`src/rtl/evs_pkg.sv`:
```
// Package for the energy VAD segmenter: widths, register map, reason codes,
// configuration and result structs. No dependencies.
`default_nettype none

package evs_pkg;

    // Frame length limit and the widths that follow from it
    localparam int MAX_FRAME_SAMPLES = 1024;
    localparam int FRAME_CNT_W       = $clog2(MAX_FRAME_SAMPLES + 1);

    // Field and state widths
    localparam int SAMPLE_W  = 16;
    localparam int MAG_W     = 17;
    localparam int PEAK_W    = 16;
    localparam int SUM_W     = 26;
    localparam int AVG_W     = 15;
    localparam int PAUSE_W   = 16;
    localparam int SEG_W     = 20;
    localparam int NEED_W    = AVG_W + 1 + FRAME_CNT_W;

    // APB register port
    localparam int APB_DATA_W = 32;
    localparam int APB_ADDR_W = 5;

    // Register reset values
    localparam logic [AVG_W-1:0]   AVG_THR_RESET   = AVG_W'(180);
    localparam logic [AVG_W-1:0]   PEAK_THR_RESET  = AVG_W'(230);
    localparam logic [PAUSE_W-1:0] PAUSE_RESET     = PAUSE_W'(60);
    localparam logic [SEG_W-1:0]   MIN_FLUSH_RESET = SEG_W'(16000);
    localparam logic [SEG_W-1:0]   MAX_SEG_RESET   = SEG_W'(64000);

    // Register indexes (byte address is four times the index)
    typedef enum logic [2:0] {
        IDX_AVG_THR   = 3'd0,
        IDX_PEAK_THR  = 3'd1,
        IDX_PAUSE     = 3'd2,
        IDX_MIN_FLUSH = 3'd3,
        IDX_MAX_SEG   = 3'd4
    } t_cfg_idx;

    // Flush reason codes
    typedef enum logic [1:0] {
        REASON_NONE   = 2'd0,
        REASON_LENGTH = 2'd1,
        REASON_PAUSE  = 2'd2
    } t_flush_reason;

    typedef struct packed {
        logic [AVG_W-1:0]   avg_thr;
        logic [AVG_W-1:0]   peak_thr;
        logic [PAUSE_W-1:0] pause_frames;
        logic [SEG_W-1:0]   min_flush;
        logic [SEG_W-1:0]   max_seg;
    } t_cfg;

    typedef struct packed {
        logic          frame_end;
        logic          speech;
        logic          flush;
        t_flush_reason reason;
        logic [SEG_W-1:0] seg_len;
    } t_result;

endpackage

`default_nettype wire

```
`src/rtl/evs_if.sv`:
```
// Valid/ready stream interfaces for the sample words and the result words.
// Depends on evs_pkg for field widths.
`default_nettype none

interface evs_in_if;
    logic                               valid;
    logic                               ready;
    logic signed [evs_pkg::SAMPLE_W-1:0] sample;
    logic                               frame_last;

    modport source (output valid, sample, frame_last, input ready);
    modport sink   (input valid, sample, frame_last, output ready);
endinterface

interface evs_out_if;
    logic                        valid;
    logic                        ready;
    logic                        frame_end;
    logic                        speech_detected;
    logic                        flush;
    logic [1:0]                  flush_reason;
    logic [evs_pkg::SEG_W-1:0]   segment_length;

    modport source (output valid, frame_end, speech_detected, flush, flush_reason,
                    segment_length, input ready);
    modport sink   (input valid, frame_end, speech_detected, flush, flush_reason,
                    segment_length, output ready);
endinterface

`default_nettype wire

```
`src/rtl/evs_cfg_regs.sv`:
```
// APB register block holding the thresholds and segment limits.
// Depends on evs_pkg.
`default_nettype none

module evs_cfg_regs (
    input  wire logic                           i_clk,
    input  wire logic                           i_rst_n,
    input  wire logic                           psel,
    input  wire logic                           penable,
    input  wire logic                           pwrite,
    input  wire logic [evs_pkg::APB_ADDR_W-1:0] paddr,
    input  wire logic [evs_pkg::APB_DATA_W-1:0] pwdata,
    output logic      [evs_pkg::APB_DATA_W-1:0] prdata,
    output logic                                pready,
    output evs_pkg::t_cfg                       o_cfg
);

    evs_pkg::t_cfg    r_cfg;
    evs_pkg::t_cfg_idx w_idx;
    logic             w_wr;

    assign w_idx  = evs_pkg::t_cfg_idx'(paddr[evs_pkg::APB_ADDR_W-1:2]);
    assign w_wr   = psel && penable && pwrite;
    assign pready = 1'b1;
    assign o_cfg  = r_cfg;

    // Register writes in the access phase; unknown indexes are ignored
    always_ff @(posedge i_clk) begin
        if (!i_rst_n) begin
            r_cfg.avg_thr      <= evs_pkg::AVG_THR_RESET;
            r_cfg.peak_thr     <= evs_pkg::PEAK_THR_RESET;
            r_cfg.pause_frames <= evs_pkg::PAUSE_RESET;
            r_cfg.min_flush    <= evs_pkg::MIN_FLUSH_RESET;
            r_cfg.max_seg      <= evs_pkg::MAX_SEG_RESET;
        end else if (w_wr) begin
            case (w_idx)
                evs_pkg::IDX_AVG_THR:   r_cfg.avg_thr      <= pwdata[evs_pkg::AVG_W-1:0];
                evs_pkg::IDX_PEAK_THR:  r_cfg.peak_thr     <= pwdata[evs_pkg::AVG_W-1:0];
                evs_pkg::IDX_PAUSE:     r_cfg.pause_frames <= pwdata[evs_pkg::PAUSE_W-1:0];
                evs_pkg::IDX_MIN_FLUSH: r_cfg.min_flush    <= pwdata[evs_pkg::SEG_W-1:0];
                evs_pkg::IDX_MAX_SEG:   r_cfg.max_seg      <= pwdata[evs_pkg::SEG_W-1:0];
                default: ;
            endcase
        end
    end

    // Read-back mux
    always_comb begin
        case (w_idx)
            evs_pkg::IDX_AVG_THR:   prdata = evs_pkg::APB_DATA_W'(r_cfg.avg_thr);
            evs_pkg::IDX_PEAK_THR:  prdata = evs_pkg::APB_DATA_W'(r_cfg.peak_thr);
            evs_pkg::IDX_PAUSE:     prdata = evs_pkg::APB_DATA_W'(r_cfg.pause_frames);
            evs_pkg::IDX_MIN_FLUSH: prdata = evs_pkg::APB_DATA_W'(r_cfg.min_flush);
            evs_pkg::IDX_MAX_SEG:   prdata = evs_pkg::APB_DATA_W'(r_cfg.max_seg);
            default:                prdata = '0;
        endcase
    end

endmodule

`default_nettype wire

```
`src/rtl/evs_frame_core.sv`:
```
// Frame energy accumulation, speech decision and segment flush logic.
// Holds the frame and segment state; depends on evs_pkg.
`default_nettype none

module evs_frame_core (
    input  wire logic                                i_clk,
    input  wire logic                                i_rst_n,
    input  wire logic                                i_step,
    input  wire logic signed [evs_pkg::SAMPLE_W-1:0] i_sample,
    input  wire logic                                i_frame_last,
    input  wire evs_pkg::t_cfg                       i_cfg,
    output evs_pkg::t_result                         o_result
);

    localparam int CW = evs_pkg::FRAME_CNT_W;

    logic [evs_pkg::SUM_W-1:0]   r_sum,   n_sum;
    logic [evs_pkg::PEAK_W-1:0]  r_peak,  n_peak;
    logic [CW-1:0]               r_count, n_count;
    logic                        r_seg,   n_seg;
    logic [evs_pkg::PAUSE_W-1:0] r_sil,   n_sil;
    logic [evs_pkg::SEG_W-1:0]   r_pend,  n_pend;

    logic [evs_pkg::MAG_W-1:0]   w_mag;
    logic [evs_pkg::SUM_W:0]     w_sum_wide;
    logic [evs_pkg::AVG_W:0]     w_avg_p1;
    logic [evs_pkg::NEED_W-1:0]  w_need;
    logic [evs_pkg::PAUSE_W-1:0] w_sil_a;
    logic                        w_seg_a;
    logic                        w_close, w_speech, w_long, w_ended, w_flush;

    // Per-sample accumulation: magnitude, saturating sum, peak and counts
    always_comb begin
        w_mag      = i_sample[evs_pkg::SAMPLE_W-1]
                   ? (evs_pkg::MAG_W'(~i_sample) + evs_pkg::MAG_W'(1))
                   : evs_pkg::MAG_W'(i_sample);
        w_sum_wide = {1'b0, r_sum} + (evs_pkg::SUM_W+1)'(w_mag);
        n_sum      = w_sum_wide[evs_pkg::SUM_W] ? '1 : w_sum_wide[evs_pkg::SUM_W-1:0];
        n_peak     = (w_mag > evs_pkg::MAG_W'(r_peak)) ? w_mag[evs_pkg::PEAK_W-1:0] : r_peak;
        n_count    = r_count + CW'(1);
        n_pend     = (r_pend == '1) ? r_pend : r_pend + evs_pkg::SEG_W'(1);
    end

    // Frame-end decision: mean test as sum >= (threshold + 1) * count, peak test and flush
    always_comb begin
        w_close  = i_frame_last || (n_count >= CW'(evs_pkg::MAX_FRAME_SAMPLES));
        w_avg_p1 = {1'b0, i_cfg.avg_thr} + (evs_pkg::AVG_W+1)'(1);
        w_need   = evs_pkg::NEED_W'(w_avg_p1) * evs_pkg::NEED_W'(n_count);
        w_speech = (evs_pkg::NEED_W'(n_sum) >= w_need) &&
                   (n_peak > evs_pkg::PEAK_W'(i_cfg.peak_thr));
        w_seg_a  = w_speech || r_seg;
        if (w_speech) begin
            w_sil_a = '0;
        end else if (r_seg && (r_sil != '1)) begin
            w_sil_a = r_sil + evs_pkg::PAUSE_W'(1);
        end else begin
            w_sil_a = r_sil;
        end
        w_long   = n_pend >= i_cfg.max_seg;
        w_ended  = w_seg_a && (w_sil_a >= i_cfg.pause_frames) && (n_pend >= i_cfg.min_flush);
        w_flush  = w_close && (w_long || w_ended);
    end

    // Result word for this sample
    always_comb begin
        o_result.frame_end = w_close;
        o_result.speech    = w_close && w_speech;
        o_result.flush     = w_flush;
        o_result.seg_len   = n_pend;
        if (!w_flush) begin
            o_result.reason = evs_pkg::REASON_NONE;
        end else if (w_long) begin
            o_result.reason = evs_pkg::REASON_LENGTH;
        end else begin
            o_result.reason = evs_pkg::REASON_PAUSE;
        end
    end

    // State update once per consumed sample
    always_ff @(posedge i_clk) begin
        if (!i_rst_n) begin
            r_sum   <= '0;
            r_peak  <= '0;
            r_count <= '0;
            r_seg   <= 1'b0;
            r_sil   <= '0;
            r_pend  <= '0;
        end else if (i_step) begin
            if (w_close) begin
                r_sum   <= '0;
                r_peak  <= '0;
                r_count <= '0;
                r_seg   <= w_flush ? 1'b0 : w_seg_a;
                r_sil   <= w_flush ? '0 : w_sil_a;
                r_pend  <= w_flush ? '0 : n_pend;
            end else begin
                r_sum   <= n_sum;
                r_peak  <= n_peak;
                r_count <= n_count;
                r_pend  <= n_pend;
            end
        end
    end

endmodule

`default_nettype wire

```
`src/rtl/energy_vad_segmenter_core.sv`:
```
// Path: a sample word is held in the input register, and its result word is computed from
// it and held in the result register, which drives the output.
// Throughput: one sample word per cycle while the result register is free or being taken.
// Stalls: while a result waits, the input register takes at most one more word, then
// ready drops. Reset: synchronous, active low; clears the pipeline and all frame and
// segment state, and loads the default thresholds and limits into the registers.
`default_nettype none

module energy_vad_segmenter_core (
    input  wire logic                           i_clk,
    input  wire logic                           i_rst_n,
    evs_in_if.sink                              i_smp,
    evs_out_if.source                           o_res,
    input  wire logic                           psel,
    input  wire logic                           penable,
    input  wire logic                           pwrite,
    input  wire logic [evs_pkg::APB_ADDR_W-1:0] paddr,
    input  wire logic [evs_pkg::APB_DATA_W-1:0] pwdata,
    output logic      [evs_pkg::APB_DATA_W-1:0] prdata,
    output logic                                pready
);

    evs_pkg::t_cfg    w_cfg;
    evs_pkg::t_result w_result;
    evs_pkg::t_result r_out;

    logic                                r_in_valid;
    logic signed [evs_pkg::SAMPLE_W-1:0] r_in_sample;
    logic                                r_in_last;
    logic                                r_out_valid;
    logic                                w_adv;
    logic                                w_in_ready;

    evs_cfg_regs u_cfg (
        .i_clk   (i_clk),
        .i_rst_n (i_rst_n),
        .psel    (psel),
        .penable (penable),
        .pwrite  (pwrite),
        .paddr   (paddr),
        .pwdata  (pwdata),
        .prdata  (prdata),
        .pready  (pready),
        .o_cfg   (w_cfg)
    );

    evs_frame_core u_core (
        .i_clk        (i_clk),
        .i_rst_n      (i_rst_n),
        .i_step       (w_adv && r_in_valid),
        .i_sample     (r_in_sample),
        .i_frame_last (r_in_last),
        .i_cfg        (w_cfg),
        .o_result     (w_result)
    );

    // Pipeline flow control: the result register frees when taken or empty
    assign w_adv      = !r_out_valid || o_res.ready;
    assign w_in_ready = !r_in_valid || w_adv;
    assign i_smp.ready = w_in_ready;

    always_ff @(posedge i_clk) begin
        if (!i_rst_n) begin
            r_in_valid  <= 1'b0;
            r_out_valid <= 1'b0;
        end else begin
            if (w_in_ready) begin
                r_in_valid <= i_smp.valid;
            end
            if (w_adv) begin
                r_out_valid <= r_in_valid;
            end
        end
    end

    // Payload registers
    always_ff @(posedge i_clk) begin
        if (i_smp.valid && w_in_ready) begin
            r_in_sample <= i_smp.sample;
            r_in_last   <= i_smp.frame_last;
        end
        if (w_adv && r_in_valid) begin
            r_out <= w_result;
        end
    end

    assign o_res.valid           = r_out_valid;
    assign o_res.frame_end       = r_out.frame_end;
    assign o_res.speech_detected = r_out.speech;
    assign o_res.flush           = r_out.flush;
    assign o_res.flush_reason    = r_out.reason;
    assign o_res.segment_length  = r_out.seg_len;

    // A stalled input word must hold until the result register frees
    a_in_hold: assert property (@(posedge i_clk) disable iff (!i_rst_n)
        (r_in_valid && !w_adv) |=> (r_in_valid && $stable(r_in_sample) && $stable(r_in_last)))
        else $error("input register changed while stalled");

    // An empty input register always takes a new word
    a_in_ready: assert property (@(posedge i_clk) disable iff (!i_rst_n)
        !r_in_valid |-> i_smp.ready)
        else $error("input not ready with empty input register");

    // Flush and reason code agree, and decisions come only at frame end
    a_reason: assert property (@(posedge i_clk) disable iff (!i_rst_n)
        o_res.valid |-> ((o_res.flush == (o_res.flush_reason != evs_pkg::REASON_NONE)) &&
                         (o_res.flush_reason <= evs_pkg::REASON_PAUSE)))
        else $error("flush reason inconsistent");

    a_frame_end: assert property (@(posedge i_clk) disable iff (!i_rst_n)
        (o_res.valid && (o_res.flush || o_res.speech_detected)) |-> o_res.frame_end)
        else $error("speech or flush without frame end");

endmodule

`default_nettype wire
```
`src/flat_wrapper.sv`:
```
// flat-port wrapper written by rule: the top's interface ports become plain ports
module energy_vad_segmenter_core_flat 
  (i_clk, i_rst_n, psel, penable, pwrite, paddr, pwdata, prdata, pready, i_smp_valid, i_smp_sample, i_smp_frame_last, i_smp_ready, o_res_valid, o_res_frame_end, o_res_speech_detected, o_res_flush, o_res_flush_reason, o_res_segment_length, o_res_ready);
  evs_in_if i_smp_i ();
  evs_out_if o_res_i ();
  input  wire logic i_clk;
  input  wire logic i_rst_n;
  input  wire logic psel;
  input  wire logic penable;
  input  wire logic pwrite;
  input  wire logic [evs_pkg::APB_ADDR_W-1:0] paddr;
  input  wire logic [evs_pkg::APB_DATA_W-1:0] pwdata;
  output logic      [evs_pkg::APB_DATA_W-1:0] prdata;
  output logic pready;
  input wire logic [$bits(i_smp_i.valid)-1:0] i_smp_valid;
  input wire logic [$bits(i_smp_i.sample)-1:0] i_smp_sample;
  input wire logic [$bits(i_smp_i.frame_last)-1:0] i_smp_frame_last;
  output wire logic [$bits(i_smp_i.ready)-1:0] i_smp_ready;
  output wire logic [$bits(o_res_i.valid)-1:0] o_res_valid;
  output wire logic [$bits(o_res_i.frame_end)-1:0] o_res_frame_end;
  output wire logic [$bits(o_res_i.speech_detected)-1:0] o_res_speech_detected;
  output wire logic [$bits(o_res_i.flush)-1:0] o_res_flush;
  output wire logic [$bits(o_res_i.flush_reason)-1:0] o_res_flush_reason;
  output wire logic [$bits(o_res_i.segment_length)-1:0] o_res_segment_length;
  input wire logic [$bits(o_res_i.ready)-1:0] o_res_ready;
  assign i_smp_i.valid = i_smp_valid;
  assign i_smp_i.sample = i_smp_sample;
  assign i_smp_i.frame_last = i_smp_frame_last;
  assign i_smp_ready = i_smp_i.ready;
  assign o_res_valid = o_res_i.valid;
  assign o_res_frame_end = o_res_i.frame_end;
  assign o_res_speech_detected = o_res_i.speech_detected;
  assign o_res_flush = o_res_i.flush;
  assign o_res_flush_reason = o_res_i.flush_reason;
  assign o_res_segment_length = o_res_i.segment_length;
  assign o_res_i.ready = o_res_ready;
  energy_vad_segmenter_core u_core (.i_clk(i_clk), .i_rst_n(i_rst_n), .i_smp(i_smp_i), .o_res(o_res_i), .psel(psel), .penable(penable), .pwrite(pwrite), .paddr(paddr), .pwdata(pwdata), .prdata(prdata), .pready(pready));
endmodule
```
`config.mk`:
```
export PLATFORM = sky130hd
export DESIGN_NAME = energy_vad_segmenter_core_flat
export DESIGN_NICKNAME = d
export VERILOG_FILES = /design/src/rtl/evs_pkg.sv /design/src/rtl/evs_if.sv /design/src/rtl/evs_cfg_regs.sv /design/src/rtl/evs_frame_core.sv /design/src/rtl/energy_vad_segmenter_core.sv /design/src/flat_wrapper.sv
export SDC_FILE = /design/constraint.sdc
export NUM_CORES = 1
export LEC_CHECK = 0
export CAP_MARGIN = 20
export CORE_ASPECT_RATIO = 0.7
export CORE_MARGIN = 4
export CORE_UTILIZATION = 65
export CTS_CLUSTER_DIAMETER = 200
export DETAILED_ROUTE_END_ITERATION = 7
export DONT_BUFFER_PORTS = 1
export PLACE_DENSITY = 0.91
export RECOVER_POWER = 100
export SYNTH_ARGS = -nofsm -noshare
export SYNTH_HDL_FRONTEND = slang
export SYNTH_SLANG_ARGS = --single-unit
```
`constraint.sdc`:
```
create_clock -name i_clk -period 15.7 [get_ports i_clk]
set_clock_uncertainty 0.1 [all_clocks]
set_input_delay 0 -clock i_clk [delete_from_list [all_inputs] [get_ports i_clk]]
set_output_delay 0 -clock i_clk [all_outputs]
set_load 0.01 [all_outputs]
```
==> reports/metrics.cfg <==
[power]
leakagePower_uw=0.009214
internal-power_uw=974.7
pwr_density_cell_nw_per_um2=65.94
combinationalPowerShare_pct=17.5
switching_power_uw=405.5
ir_drop_uv=91.06
power.share.sequential_pct=43.6
p_clk_share_pct=38.9
swShare_pct=29.38

[timing]
finalSetupViolations=0
tightestPinTransition_ns=5.181
clock.fmax_mhz=73.67
hold_viol_final=0
max_slew_margin_pct=-245.4
rsz0062_at_grt=false
tns_ns=0
min_period_ns=13.57
min_period_over_period_pct=86.45
slew_viol_final=247
holdWs_ns=0.006358

[synth]
syn_avg_cell_area_um2=8.450
synthFlopType=dfxtp_1
ys_types=77
netlist.area_leader.share_pct=18.34
synth-edff-count=42
synth-seq-cells=220
synth-seq-area-share_pct=24.83
netlist_area_um2=19430
yosysTopAreaCell=dfxtp_1
synth.area.top_cells=dfxtp_1, fa_1, ha_1
synthArstFlopShare_pct=0
syn-instance-count=2299
ys_warn_count=0

[clocking]
htree_levels=1
post_cts_buffers=0
clk_path_buf_depth=3
cts_tree=done
clock_latency_ns=0.54
cts_root_buf=clkbuf_16
cts_buffers=23
cts_resized=0
path_clk_slew_ns=0.07
numClockSinks=220

[cells_and_area]
nFillCells=2013
design_area_um2=20930
layout_commonest_cell=nand2_1
finalNonFillerCells=2711
drive_above_1_share_pct=2.874
fin_nets=2701
layout_common_cells=nand2_1, inv_1, ha_1
area_delta_synth_final_pct=7.748

[route]
drc=1
routed-wl-met3_mm=7.621
wl_mm=57.51
route.vias.total=17471
wire_per_inst_um=21.21
drt-vias-per-instance=6.444
drtIter0Drc=2316
wl_met1_mm=22.39
dr.pass1.iters=8
top_layer=met4
wl_met2_mm=25.40
final_antenna_net_count=0

[floorplanning]
ioPinCount=121
rows=52
die-width_um=214.6
die_h_um=152.6
core_area_um2=29150
die_area_um2=32760
start_util_pct=66.65

[worst_hold_path]
min_path_type=in2reg

[run_status]
violations=DRC, capacitance limit, slew limit
outcome=finished, violations left

[place]
placed_cell_area_um2=19670
dp_hpwl_mm=42.23
routabilityCongestion=0.9783
portBuffers=0
dp.cells=2606

[worst_setup_path]
crit_path_start_kind=flop
criticalPathCategory=reg2reg
path_max_fanout=16
crit_top_cell=fa_1
worst_path_max_delay_cell=nor2_1
cp.arrival_ns=13.94
max_stage_delay_ns=1.04
crit_path_end_kind=flop
required_ns=16.06

[global_route]
antenna_found_initial=1
grt_pass1_wl_mm=92.77
overflow=0
grt_max_degree=129
grt_pass1_vias=17627
grt.total_usage_pct=34.42

[flow_run]
maxCapViolCount=5

[stage by stage]
step,setup WS (ns),power [µW],utilization [%]
global route,1.557,1423,71.81
floorplan,5.345,772.7,-
global placement,3.333,807.0,67.49
detailed placement,2.843,821.4,67.49
finish,2.127,1380,71.81
CTS,2.773,1367,71.99
[worst paths after layout]
check / slack, ns / depth (start not counted) / to / start
worst min register to register: 0.39 / 1 / u_core.u_core.r_sum[12] / u_core.u_core.r_sum[12]
worst min-delay path: 0.006 / 1 / u_core.r_in_sample[3] / i_smp_sample[3]
worst max-delay path: 2.13 / 44 / u_core.u_core.r_pend[4] / u_core.u_cfg.o_cfg[71]
worst max register to register: 2.13 / 44 / u_core.u_core.r_pend[4] / u_core.u_cfg.o_cfg[71]
[registers in the layout, indices dropped and copies added (netlist names)]
name                          cells
u_core.u_core.r_count            11
u_core.u_core.r_sil              16
u_core.r_in_valid                 1
u_core.o_res.flush_reason         2
u_core.u_core.r_pend             20
u_core.r_in_sample               16
u_core.o_res.frame_end            1
u_core.o_res.speech_detected      1
u_core.o_res.flush                1
u_core.u_core.r_seg               1
u_core.r_in_last                  1
u_core.u_cfg.o_cfg               86
u_core.u_core.r_sum              26
u_core.u_core.r_peak             16
u_core.o_res.valid                1
u_core.o_res.segment_length      20
[worst max-delay path, delay by kind of cell, from the launching register on]
kind / cells / cell delay [ns]
AND/OR/NAND/NOR: 14 / 4.01
flip-flops: 1 / 0.67
adder cells (fa/ha/maj): 9 / 3.85
XOR/XNOR: 2 / 1.00
AO/OA/AOI/OAI: 16 / 3.70
buffers and inverters: 3 / 0.17
[kinds of logic (layout without fill, tap and decap cells)]
kind of cell,Yosys count,after routing,share of synthesized area [%]
simple gates,779,779,18.60
flops,220,220,24.83
buf+inv,362,382,7.297
compound gates,463,463,16.51
xor+xnor,119,119,5.365
fa+ha+maj,326,326,25.86
mux,28,28,1.488
other cells,2,16,0.03866
[routing by layer]
layer	vias up	GRT usage, %
met2	1192	54.80
met3	189	9.966
li1	7804	-
met1	8286	46.02
met5	-	0
met4	0	10.15
[timing repair]
item / CTS / global route
hold buffers: 58 / 0
endpoints found under the hold margin: 181 / 0
endpoints found under the setup margin: 0 / 0
[power by group through the flow]
stage / Combinational (µW) / Clock [µW] / Sequential (µW)
after detailed placement: 208 / 0 / 613
after CTS: 231 / 536 / 601
after global routing: 261 / 560 / 602
after global placement: 195 / 0 / 612
final: 241 / 537 / 601
after floorplan: 165 / 0 / 608
[cells in the mapped netlist, types with 32 or more instances]
cell type	number
nor3_1	36
nand2_1	347
fa_1	126
nand3_1	57
nor2b_1	32
inv_1	261
edfxtp_1	42
and2_1	33
xnor2_1	69
a21o_1	39
xor2_1	50
a21boi_0	72
o21ai_0	78
dfxtp_1	178
ha_1	200
a22o_1	37
clkbuf_1	82
a21oi_1	85
nor2_1	150
[final cells by class]
type	count	area (µm²)	area share, %
clock inverters	9	78.83	0.3766
well taps	378	473.0	2.259
clock buffers	33	633.1	3.025
repair buffers	79	719.4	3.437
flip-flops and latches	220	4825	23.05
diodes	2	5.005	0.02391
multi-input cells	1729	13220	63.15
inverters	261	979.7	4.680
Power figures use the tool's default switching activity.
